File: config.mk
export PLATFORM = sky130hd
export DESIGN_NAME = auto_ranging_capture_control_core_flat
export DESIGN_NICKNAME = d
export VERILOG_FILES = /design/src/rtl/arcc_pkg.sv /design/src/rtl/arcc_if.sv /design/src/rtl/arcc_cfg_regs.sv /design/src/rtl/arcc_in_stage.sv /design/src/rtl/arcc_seq.sv /design/src/rtl/auto_ranging_capture_control_core.sv /design/src/flat_wrapper.sv
export VERILOG_INCLUDE_DIRS = /design/src /design/src/rtl
export SDC_FILE = /design/constraint.sdc
export NUM_CORES = 1
export LEC_CHECK = 0
export BUFFER_PORTS_ARGS = -buffer_cell sky130_fd_sc_hd__buf_2
export CORE_UTILIZATION = 30
export CTS_CLUSTER_SIZE = 12
export DETAILED_ROUTE_END_ITERATION = 12
export HOLD_SLACK_MARGIN = 0.03
export PLACE_DENSITY_LB_ADDON = 0.2
export SLEW_MARGIN = 20
export SYNTH_ARGS = -nofsm -noshare
export SYNTH_HDL_FRONTEND = slang
export SYNTH_SLANG_ARGS = --single-unit
File: constraint.sdc
create_clock -name clk -period 12.85 [get_ports clk]
set_input_delay 1.285 -clock clk [delete_from_list [all_inputs] [get_ports clk]]
set_output_delay 1.285 -clock clk [all_outputs]
set_load 0.02 [all_outputs]
File: src/rtl/auto_ranging_capture_control_core_assert.svh
// Assertion helpers, sampled on clk and disabled while rst_n is low
`ifndef AUTO_RANGING_CAPTURE_CONTROL_CORE_ASSERT_SVH
`define AUTO_RANGING_CAPTURE_CONTROL_CORE_ASSERT_SVH

// Check that cond implies prop in the same cycle
`define ARCC_ASSERT_IMP(lbl, cond, prop, msg) \
    lbl: assert property (@(posedge clk) disable iff (!rst_n) (cond) |-> (prop)) \
        else $error(msg);

// Check that cond implies prop in the next cycle
`define ARCC_ASSERT_NXT(lbl, cond, prop, msg) \
    lbl: assert property (@(posedge clk) disable iff (!rst_n) (cond) |=> (prop)) \
        else $error(msg);

`endif

File: src/rtl/arcc_pkg.sv
`timescale 1ns / 1ps

package arcc_pkg;

    localparam int PROBE_LEN    = 256;
    localparam int NUM_CHANNELS = 6;

    localparam logic [15:0] PROBE_LEN_W    = 16'(PROBE_LEN);
    localparam logic [3:0]  NUM_CHANNELS_W = 4'(NUM_CHANNELS);

    localparam logic [11:0] MID_RAIL = 12'd2048;

    localparam logic [11:0] HIGH_THRESHOLD_RST = 12'd1800;
    localparam logic [11:0] LOW_THRESHOLD_RST  = 12'd120;
    localparam logic [15:0] CAPTURE_LEN_RST    = 16'd8192;

    localparam logic [1:0] CFG_HIGH_THRESHOLD = 2'd0;
    localparam logic [1:0] CFG_LOW_THRESHOLD  = 2'd1;
    localparam logic [1:0] CFG_CAPTURE_LEN    = 2'd2;

    localparam logic [1:0] FUNC_START   = 2'd0;
    localparam logic [1:0] FUNC_SAMPLE  = 2'd1;
    localparam logic [1:0] FUNC_TIMEOUT = 2'd2;

    localparam logic [1:0] KIND_SETUP  = 2'd0;
    localparam logic [1:0] KIND_SAMPLE = 2'd1;
    localparam logic [1:0] KIND_END    = 2'd2;

    localparam logic [1:0] STAT_OK      = 2'd0;
    localparam logic [1:0] STAT_TIMEOUT = 2'd1;
    localparam logic [1:0] STAT_RANGE   = 2'd2;

    localparam logic [2:0] GAIN_LOW   = 3'd0;
    localparam logic [2:0] GAIN_PROBE = 3'd3;
    localparam logic [2:0] GAIN_HIGH  = 3'd5;

    typedef struct packed {
        logic [11:0] high_threshold;
        logic [11:0] low_threshold;
        logic [15:0] capture_len;
    } arcc_cfg_t;

    typedef struct packed {
        logic [1:0]  func;
        logic [2:0]  channel;
        logic [11:0] adc_sample;
    } arcc_item_t;

    typedef struct packed {
        logic [1:0]         kind;
        logic [2:0]         mux_select;
        logic [2:0]         gain_index;
        logic signed [11:0] sample_value;
        logic [1:0]         status;
        logic               last;
    } arcc_result_t;

    function automatic logic [2:0] mux_code(input logic [2:0] chan);
        return {chan[0], chan[1], chan[2]};
    endfunction

    function automatic logic [11:0] magnitude(input logic [11:0] raw);
        return (raw >= MID_RAIL) ? (raw - MID_RAIL) : (MID_RAIL - raw);
    endfunction

endpackage

File: src/rtl/arcc_if.sv
`timescale 1ns / 1ps

interface arcc_item_if;
    logic        valid;
    logic        ready;
    logic [1:0]  func;
    logic [2:0]  channel;
    logic [11:0] adc_sample;

    modport source (output valid, func, channel, adc_sample, input ready);
    modport sink (input valid, func, channel, adc_sample, output ready);
endinterface

interface arcc_result_if;
    logic               valid;
    logic               ready;
    logic [1:0]         kind;
    logic [2:0]         mux_select;
    logic [2:0]         gain_index;
    logic signed [11:0] sample_value;
    logic [1:0]         status;
    logic               last;

    modport source (output valid, kind, mux_select, gain_index, sample_value, status, last,
                    input ready);
    modport sink (input valid, kind, mux_select, gain_index, sample_value, status, last,
                  output ready);
endinterface

interface arcc_cfg_if;
    logic        valid;
    logic        ready;
    logic [1:0]  index;
    logic [15:0] data;

    modport source (output valid, index, data, input ready);
    modport sink (input valid, index, data, output ready);
endinterface

File: src/rtl/arcc_cfg_regs.sv
`timescale 1ns / 1ps

module arcc_cfg_regs
(
    input  logic               clk,
    input  logic               rst_n,
    arcc_cfg_if.sink           cfg,
    output arcc_pkg::arcc_cfg_t regs
);

    arcc_pkg::arcc_cfg_t regs_reg;

    assign cfg.ready = 1'b1;
    assign regs      = regs_reg;

    always_ff @(posedge clk or negedge rst_n)
    begin
        if (!rst_n)
        begin
            regs_reg.high_threshold <= arcc_pkg::HIGH_THRESHOLD_RST;
            regs_reg.low_threshold  <= arcc_pkg::LOW_THRESHOLD_RST;
            regs_reg.capture_len    <= arcc_pkg::CAPTURE_LEN_RST;
        end
        else if (cfg.valid)
        begin
            unique case (cfg.index)
                arcc_pkg::CFG_HIGH_THRESHOLD: regs_reg.high_threshold <= cfg.data[11:0];
                arcc_pkg::CFG_LOW_THRESHOLD:  regs_reg.low_threshold  <= cfg.data[11:0];
                arcc_pkg::CFG_CAPTURE_LEN:    regs_reg.capture_len    <= cfg.data;
                default:
                begin
                end
            endcase
        end
    end

endmodule

File: src/rtl/arcc_in_stage.sv
`timescale 1ns / 1ps

module arcc_in_stage
(
    input  logic                clk,
    input  logic                rst_n,
    arcc_item_if.sink           item,
    input  logic                take,
    output logic                held_valid,
    output arcc_pkg::arcc_item_t held
);

    logic                 valid_reg;
    arcc_pkg::arcc_item_t item_reg;

    assign item.ready = !valid_reg || take;
    assign held_valid = valid_reg;
    assign held       = item_reg;

    always_ff @(posedge clk or negedge rst_n)
    begin
        if (!rst_n)
        begin
            valid_reg <= 1'b0;
            item_reg  <= '0;
        end
        else if (item.ready)
        begin
            valid_reg           <= item.valid;
            item_reg.func       <= item.func;
            item_reg.channel    <= item.channel;
            item_reg.adc_sample <= item.adc_sample;
        end
    end

endmodule

File: src/rtl/arcc_seq.sv
`timescale 1ns / 1ps
`include "auto_ranging_capture_control_core_assert.svh"

module arcc_seq
(
    input  logic                 clk,
    input  logic                 rst_n,
    input  arcc_pkg::arcc_cfg_t  regs,
    input  logic                 held_valid,
    input  arcc_pkg::arcc_item_t held,
    output logic                 take,
    arcc_result_if.source        result
);

    typedef enum logic [1:0] {PH_IDLE, PH_PROBE, PH_CAPTURE} phase_t;

    phase_t                 phase_reg, phase_next;
    logic [15:0]            count_reg, count_next;
    logic [11:0]            peak_reg, peak_next;
    logic                   out_valid_reg, out_valid_next;
    arcc_pkg::arcc_result_t res_reg, res_next;

    logic                   emit;
    logic [15:0]            count_inc;
    logic [11:0]            mag;
    logic [11:0]            peak_upd;
    logic [11:0]            peak_pick;
    logic [2:0]             gain_pick;
    logic                   bad_chan;
    logic                   cap_last;

    assign take      = held_valid && (!out_valid_reg || result.ready);
    assign count_inc = count_reg + 16'd1;
    assign mag       = arcc_pkg::magnitude(held.adc_sample);
    assign peak_upd  = (mag > peak_reg) ? mag : peak_reg;
    assign bad_chan  = {1'b0, held.channel} >= arcc_pkg::NUM_CHANNELS_W;
    assign cap_last  = (count_inc >= regs.capture_len) || (count_inc == 16'd0);
    assign peak_pick = (held.func == arcc_pkg::FUNC_SAMPLE) ? peak_upd : peak_reg;

    always_comb
    begin
        priority if (peak_pick > regs.high_threshold)
            gain_pick = arcc_pkg::GAIN_LOW;
        else if (peak_pick < regs.low_threshold)
            gain_pick = arcc_pkg::GAIN_HIGH;
        else
            gain_pick = arcc_pkg::GAIN_PROBE;
    end

    always_comb
    begin
        phase_next = phase_reg;
        count_next = count_reg;
        peak_next  = peak_reg;
        emit       = 1'b0;
        res_next   = '0;
        if (take)
        begin
            unique case (held.func)
                arcc_pkg::FUNC_START:
                begin
                    count_next = '0;
                    emit       = 1'b1;
                    if (bad_chan)
                    begin
                        phase_next      = PH_IDLE;
                        res_next.kind   = arcc_pkg::KIND_END;
                        res_next.status = arcc_pkg::STAT_RANGE;
                        res_next.last   = 1'b1;
                    end
                    else
                    begin
                        phase_next          = PH_PROBE;
                        peak_next           = '0;
                        res_next.kind       = arcc_pkg::KIND_SETUP;
                        res_next.mux_select = arcc_pkg::mux_code(held.channel);
                        res_next.gain_index = arcc_pkg::GAIN_PROBE;
                    end
                end
                arcc_pkg::FUNC_SAMPLE:
                begin
                    unique case (phase_reg)
                        PH_PROBE:
                        begin
                            peak_next  = peak_upd;
                            count_next = count_inc;
                            if (count_inc >= arcc_pkg::PROBE_LEN_W)
                            begin
                                phase_next          = PH_CAPTURE;
                                count_next          = '0;
                                emit                = 1'b1;
                                res_next.kind       = arcc_pkg::KIND_SETUP;
                                res_next.gain_index = gain_pick;
                            end
                        end
                        PH_CAPTURE:
                        begin
                            count_next            = cap_last ? 16'd0 : count_inc;
                            phase_next            = cap_last ? PH_IDLE : PH_CAPTURE;
                            emit                  = 1'b1;
                            res_next.kind         = arcc_pkg::KIND_SAMPLE;
                            res_next.sample_value = signed'(held.adc_sample - arcc_pkg::MID_RAIL);
                            res_next.last         = cap_last;
                        end
                        default:
                        begin
                        end
                    endcase
                end
                arcc_pkg::FUNC_TIMEOUT:
                begin
                    unique case (phase_reg)
                        PH_PROBE:
                        begin
                            phase_next          = PH_CAPTURE;
                            count_next          = '0;
                            emit                = 1'b1;
                            res_next.kind       = arcc_pkg::KIND_SETUP;
                            res_next.gain_index = gain_pick;
                        end
                        PH_CAPTURE:
                        begin
                            phase_next      = PH_IDLE;
                            count_next      = '0;
                            emit            = 1'b1;
                            res_next.kind   = arcc_pkg::KIND_END;
                            res_next.status = arcc_pkg::STAT_TIMEOUT;
                            res_next.last   = 1'b1;
                        end
                        default:
                        begin
                        end
                    endcase
                end
                default:
                begin
                end
            endcase
        end
    end

    always_comb
    begin
        if (take)
            out_valid_next = emit;
        else if (result.ready)
            out_valid_next = 1'b0;
        else
            out_valid_next = out_valid_reg;
    end

    always_ff @(posedge clk or negedge rst_n)
    begin
        if (!rst_n)
        begin
            phase_reg     <= PH_IDLE;
            count_reg     <= '0;
            peak_reg      <= '0;
            out_valid_reg <= 1'b0;
            res_reg       <= '0;
        end
        else
        begin
            phase_reg     <= phase_next;
            count_reg     <= count_next;
            peak_reg      <= peak_next;
            out_valid_reg <= out_valid_next;
            if (take && emit)
                res_reg <= res_next;
        end
    end

    assign result.valid        = out_valid_reg;
    assign result.kind         = res_reg.kind;
    assign result.mux_select   = res_reg.mux_select;
    assign result.gain_index   = res_reg.gain_index;
    assign result.sample_value = res_reg.sample_value;
    assign result.status       = res_reg.status;
    assign result.last         = res_reg.last;

    `ARCC_ASSERT_NXT(a_last_goes_idle, take && emit && res_next.last, phase_reg == PH_IDLE, "last beat left sequencer busy")
    `ARCC_ASSERT_IMP(a_idle_count_clear, phase_reg == PH_IDLE, count_reg == 16'd0, "idle with nonzero sample count")
    `ARCC_ASSERT_IMP(a_setup_busy, out_valid_reg && res_reg.kind == arcc_pkg::KIND_SETUP, phase_reg == PH_PROBE || phase_reg == PH_CAPTURE, "setup beat pending while idle")
    `ARCC_ASSERT_IMP(a_peak_bound, 1'b1, peak_reg <= arcc_pkg::MID_RAIL, "peak magnitude beyond mid rail")

endmodule

File: src/rtl/auto_ranging_capture_control_core.sv
`timescale 1ns / 1ps
// Throughput: one item per clock, sustained, with the result port ready.
// An accepted item is held in the input register, and its result beat is then
// registered in the result register before it becomes valid.
// Items that produce no result still pass through the input register.
// Reset: phase idle, sample count and peak zero, thresholds 1800/120, capture length 8192.

module auto_ranging_capture_control_core
(
    input  logic          clk,
    input  logic          rst_n,
    arcc_item_if.sink     item,
    arcc_result_if.source result,
    arcc_cfg_if.sink      cfg
);

    arcc_pkg::arcc_cfg_t  regs;
    arcc_pkg::arcc_item_t held;
    logic                 held_valid;
    logic                 take;

    arcc_cfg_regs u_cfg_regs
    (
        .clk   (clk),
        .rst_n (rst_n),
        .cfg   (cfg),
        .regs  (regs)
    );

    arcc_in_stage u_in_stage
    (
        .clk        (clk),
        .rst_n      (rst_n),
        .item       (item),
        .take       (take),
        .held_valid (held_valid),
        .held       (held)
    );

    arcc_seq u_seq
    (
        .clk        (clk),
        .rst_n      (rst_n),
        .regs       (regs),
        .held_valid (held_valid),
        .held       (held),
        .take       (take),
        .result     (result)
    );

endmodule
File: src/flat_wrapper.sv
// flat-port wrapper written by rule: the top's interface ports become plain ports
module auto_ranging_capture_control_core_flat 
  (clk, rst_n, item_valid, item_func, item_channel, item_adc_sample, item_ready, result_valid, result_kind, result_mux_select, result_gain_index, result_sample_value, result_status, result_last, result_ready, cfg_valid, cfg_index, cfg_data, cfg_ready);
  arcc_item_if item_i ();
  arcc_result_if result_i ();
  arcc_cfg_if cfg_i ();
  input  logic clk;
  input  logic rst_n;
  input wire logic [$bits(item_i.valid)-1:0] item_valid;
  input wire logic [$bits(item_i.func)-1:0] item_func;
  input wire logic [$bits(item_i.channel)-1:0] item_channel;
  input wire logic [$bits(item_i.adc_sample)-1:0] item_adc_sample;
  output wire logic [$bits(item_i.ready)-1:0] item_ready;
  output wire logic [$bits(result_i.valid)-1:0] result_valid;
  output wire logic [$bits(result_i.kind)-1:0] result_kind;
  output wire logic [$bits(result_i.mux_select)-1:0] result_mux_select;
  output wire logic [$bits(result_i.gain_index)-1:0] result_gain_index;
  output wire logic [$bits(result_i.sample_value)-1:0] result_sample_value;
  output wire logic [$bits(result_i.status)-1:0] result_status;
  output wire logic [$bits(result_i.last)-1:0] result_last;
  input wire logic [$bits(result_i.ready)-1:0] result_ready;
  input wire logic [$bits(cfg_i.valid)-1:0] cfg_valid;
  input wire logic [$bits(cfg_i.index)-1:0] cfg_index;
  input wire logic [$bits(cfg_i.data)-1:0] cfg_data;
  output wire logic [$bits(cfg_i.ready)-1:0] cfg_ready;
  assign item_i.valid = item_valid;
  assign item_i.func = item_func;
  assign item_i.channel = item_channel;
  assign item_i.adc_sample = item_adc_sample;
  assign item_ready = item_i.ready;
  assign result_valid = result_i.valid;
  assign result_kind = result_i.kind;
  assign result_mux_select = result_i.mux_select;
  assign result_gain_index = result_i.gain_index;
  assign result_sample_value = result_i.sample_value;
  assign result_status = result_i.status;
  assign result_last = result_i.last;
  assign result_i.ready = result_ready;
  assign cfg_i.valid = cfg_valid;
  assign cfg_i.index = cfg_index;
  assign cfg_i.data = cfg_data;
  assign cfg_ready = cfg_i.ready;
  auto_ranging_capture_control_core u_core (.clk(clk), .rst_n(rst_n), .item(item_i), .result(result_i), .cfg(cfg_i));
endmodule
==> impl_metrics.yaml <==
global_route:
  antenna_found_initial: 0
  grt_max_degree: 77
  grt_pass1_vias: 4823
  grt_first_pass_wirelength_um: 25700
  track_usage_pct: 14.7
  grt_overflow: 0
hold_path:
  worst_hold_path_type: "reg -> reg"
drt:
  via_count: 5014
  routed_wl_um: 15900
  drt_iter0_markers: 186
  first_pass_iters: 4
  ant_nets: 0
  avgRoutedWirePerCell_um: 15.3
  viasPerCell: 4.82
  drc: 0
yosys:
  synthesis.area_um2: 6690
  synthMuxAreaShare_pct: 7.35
  ys_seq_elements: 112
  synth.area.top_cells: "dfrtp_1 (39%), ha_1 (11%), mux2_2 (6.6%)"
  yosys_warnings: 0
  synth_cells: 700
  synth-adder-area-share_pct: 11.0
  synth_commonest_cells: "dfrtp_1 (103), nand2_1 (91), inv_1 (73), ha_1 (59), o21ai_0 (55)"
  yosysMostFrequentCell: "dfrtp_1"
  synth_cell_types: 67
  avgSynthCellArea_um2: 9.56
  synthSimpleGateAreaFrac_pct: 14.8
  synth-xor-area-share_pct: 3.01
  yosysTopAreaCellShare_pct: 38.5
  ys.flop_type: "dfrtp_1"
  ys_async_sr_fraction_pct: 100
  synth-compound-area-share_pct: 15.9
  syn-num-nets: 799
  synth_top_family_by_area: "compound AO/OA/AOI/OAI gates"
  synth_edf_count: 0
  ys_seq_area_share_pct: 42.1
  synth_top_area_cell: "dfrtp_1"
layout:
  syn_to_final_growth_pct: 13.5
  drive_above_1_share_pct: 20.0
  multi_input_area_um2: 3490
  n_antenna_cell: 0
  largest_reg_flops: 40
  nNetsFinal: 855
  n_fill_cell: 2264
  seqCellArea_um2: 2810
critical_path:
  critPathSlowestCell: "or4_1"
  crit_type: "reg -> reg"
  crit_path_end_kind: "flop"
  cp.required_ps: 13140
  max_stage_delay_ps: 590
  cp_cell_sequence: "inv_1 > ha_1 > nand2_1 > nor3_1 > a31oi_1 > xor2_1 > ha_1 > nand4_1 > or4_1 > nand2_1 > a31oi_1 > buf_4 > o21ai_0 > ha_1 > a211oi_1 > nor2_1 > o31a_1 > o21ai_0 > nand4b_1 > o2bb2a_1 > nand2b_1 > o21ai_1"
  path_common_cell: "ha_1"
  cp_max_fo: 16
  crit_arrival_ps: 5190
  cp-start-kind: "flop"
sta:
  post-route-period-util_pct: 38.1
  whs_ps: 475
  slew_viol_final: 0
  finalSetupTns_ps: 0
  rsz0062_at_grt: "false"
  setup_viol: 0
  max_freq_ghz: 0.204
  finalCriticalPeriod_ps: 4890
  skew_ps: 9.26
  tightest_slew_ps: 924
  slew_headroom_pct: 38.2
  finalHoldViolations: 0
power_and_ir_drop:
  power_switching_w: 0.000410
  seqPwrFrac_pct: 40.9
  peakVddDrop_v: 0.0000600
  p_leak_nw: 3.56
  power.density_nw_per_um2: 147
  combPwrFrac_pct: 34.2
  clkPwrFrac_pct: 24.8
  switching_share_pct: 36.6
  intPower_w: 0.000709
floorplan:
  die_area_um2: 22900
  die_h_um: 151
  start_util_pct: 30.7
  core_um2: 21800
  die_x_um: 151
  boundaryPins: 66
  rows: 54
clock_network:
  cts_tree: "done"
  cts_root_buffer: "clkbuf_16"
  ctsHtreeMaxLevel: 3
  cts_made_buffers: 9
  holdBufCountCts: 0
  cts_setup_buffers: 0
  cts_max_path_buffers: 2
  clk_pin_slew_ps: 70
  post_cts_resized: 0
  clk_latency_ps: 360
  cts_num_sinks: 112
placement:
  gp_congestion: 0.769
  dp_hpwl_um: 12000
  port_buffers: 64
flow_run:
  cap_violations: 0
run_status:
  status: "complete, no violations"
## final timing paths
kind | slack, ps | from | to | depth (start not counted)
max | 7960 | u_core.u_in_stage.held[0] | u_core.u_seq.result.gain_index[1] | 22
min | 470 | u_core.u_seq.result.kind[0] | u_core.u_seq.result.kind[0] | 2
max reg2reg | 7960 | u_core.u_in_stage.held[0] | u_core.u_seq.result.gain_index[1] | 22
min reg2reg | 470 | u_core.u_seq.result.kind[0] | u_core.u_seq.result.kind[0] | 2
max in group asynchronous | 10850 | rst_n | u_core.u_cfg_regs.regs[8] | 2
min in group asynchronous | 890 | rst_n | u_core.u_seq.count_reg[2] | 1
## through the flow
stage / util [%] / instances / total power (W) / worst slack [ps] / area, um2
after floorplan: - / 700 / 0.000733 / 8590 / 6690
after global placement: 33.4 / 1024 / 0.000853 / 8050 / 7300
after detailed placement: 33.4 / 1024 / 0.000852 / 7970 / 7300
after CTS: 34.7 / 1040 / 0.00114 / 7940 / 7580
after global routing: 34.8 / 1041 / 0.00121 / 7500 / 7590
final: 34.8 / 1041 / 0.00112 / 7960 / 7590
## routing by layer
layer / vias up / track usage, % / part of all wire, %
met1: 2395 / 20.2 / 49
met5: - / 0 / 0
met4: 0 / 3.15 / 0.72
met2: 56 / 23.8 / 48
met3: 10 / 2.98 / 2.6
li1: 2553 / - / -
## cells in the final DEF, fill, tap and decap left out, types with 6 or more instances in the layout
cell type | Yosys | final
dfstp_2 | 9 | 9
buf_4 | 3 | 6
a32o_1 | 6 | 6
buf_2 | 7 | 63
o22ai_1 | 6 | 6
a211oi_1 | 6 | 6
clkbuf_16 | 0 | 9
a21oi_1 | 19 | 19
inv_1 | 73 | 73
xnor2_1 | 12 | 12
a22o_1 | 11 | 11
nand4_1 | 13 | 13
o21ai_1 | 21 | 21
nor3_1 | 10 | 10
dfrtp_1 | 103 | 103
nand3_1 | 14 | 14
nand2_1 | 91 | 91
o21ai_0 | 55 | 55
xor2_1 | 11 | 11
ha_1 | 59 | 59
nor2_1 | 31 | 31
mux2_2 | 39 | 39
nand2b_1 | 6 | 6
## power groups by stage
| stage | registers (W) | logic [W] | clock network (W) |
|---|---|---|---|
| after floorplan | 0.000469 | 0.000264 | 0 |
| after global placement | 0.000465 | 0.000388 | 0 |
| after detailed placement | 0.000465 | 0.000387 | 0 |
| after CTS | 0.000459 | 0.000389 | 0.000288 |
| after global routing | 0.000466 | 0.000444 | 0.000301 |
| final | 0.000458 | 0.000383 | 0.000278 |
## kinds of logic after synthesis
group / Yosys count
compound gates: 161
xor+xnor: 23
fa+ha+maj: 59
buf+inv: 99
flops: 112
mux: 44
other cells: 1
simple gates: 201
## worst max-delay path, delay by kind of cell (launching register included)
kind | cells | cell delay [ps]
simple gates | 8 | 1440
compound gates | 8 | 1520
buf+inv | 2 | 440
fa+ha+maj | 3 | 830
xor+xnor | 1 | 200
flops | 1 | 390
## layout make-up
class / count / share of cell area [%]
Clock buffer: 11 / 3.20
Tap cell: 280 / 4.61
Clock inverter: 5 / 0.544
Sequential cell: 112 / 37.1
Inverter: 73 / 3.61
Timing Repair Buffer: 71 / 5.04
Multi-Input combinational cell: 489 / 45.9
No activity file was read; power rests on OpenSTA's default activity.
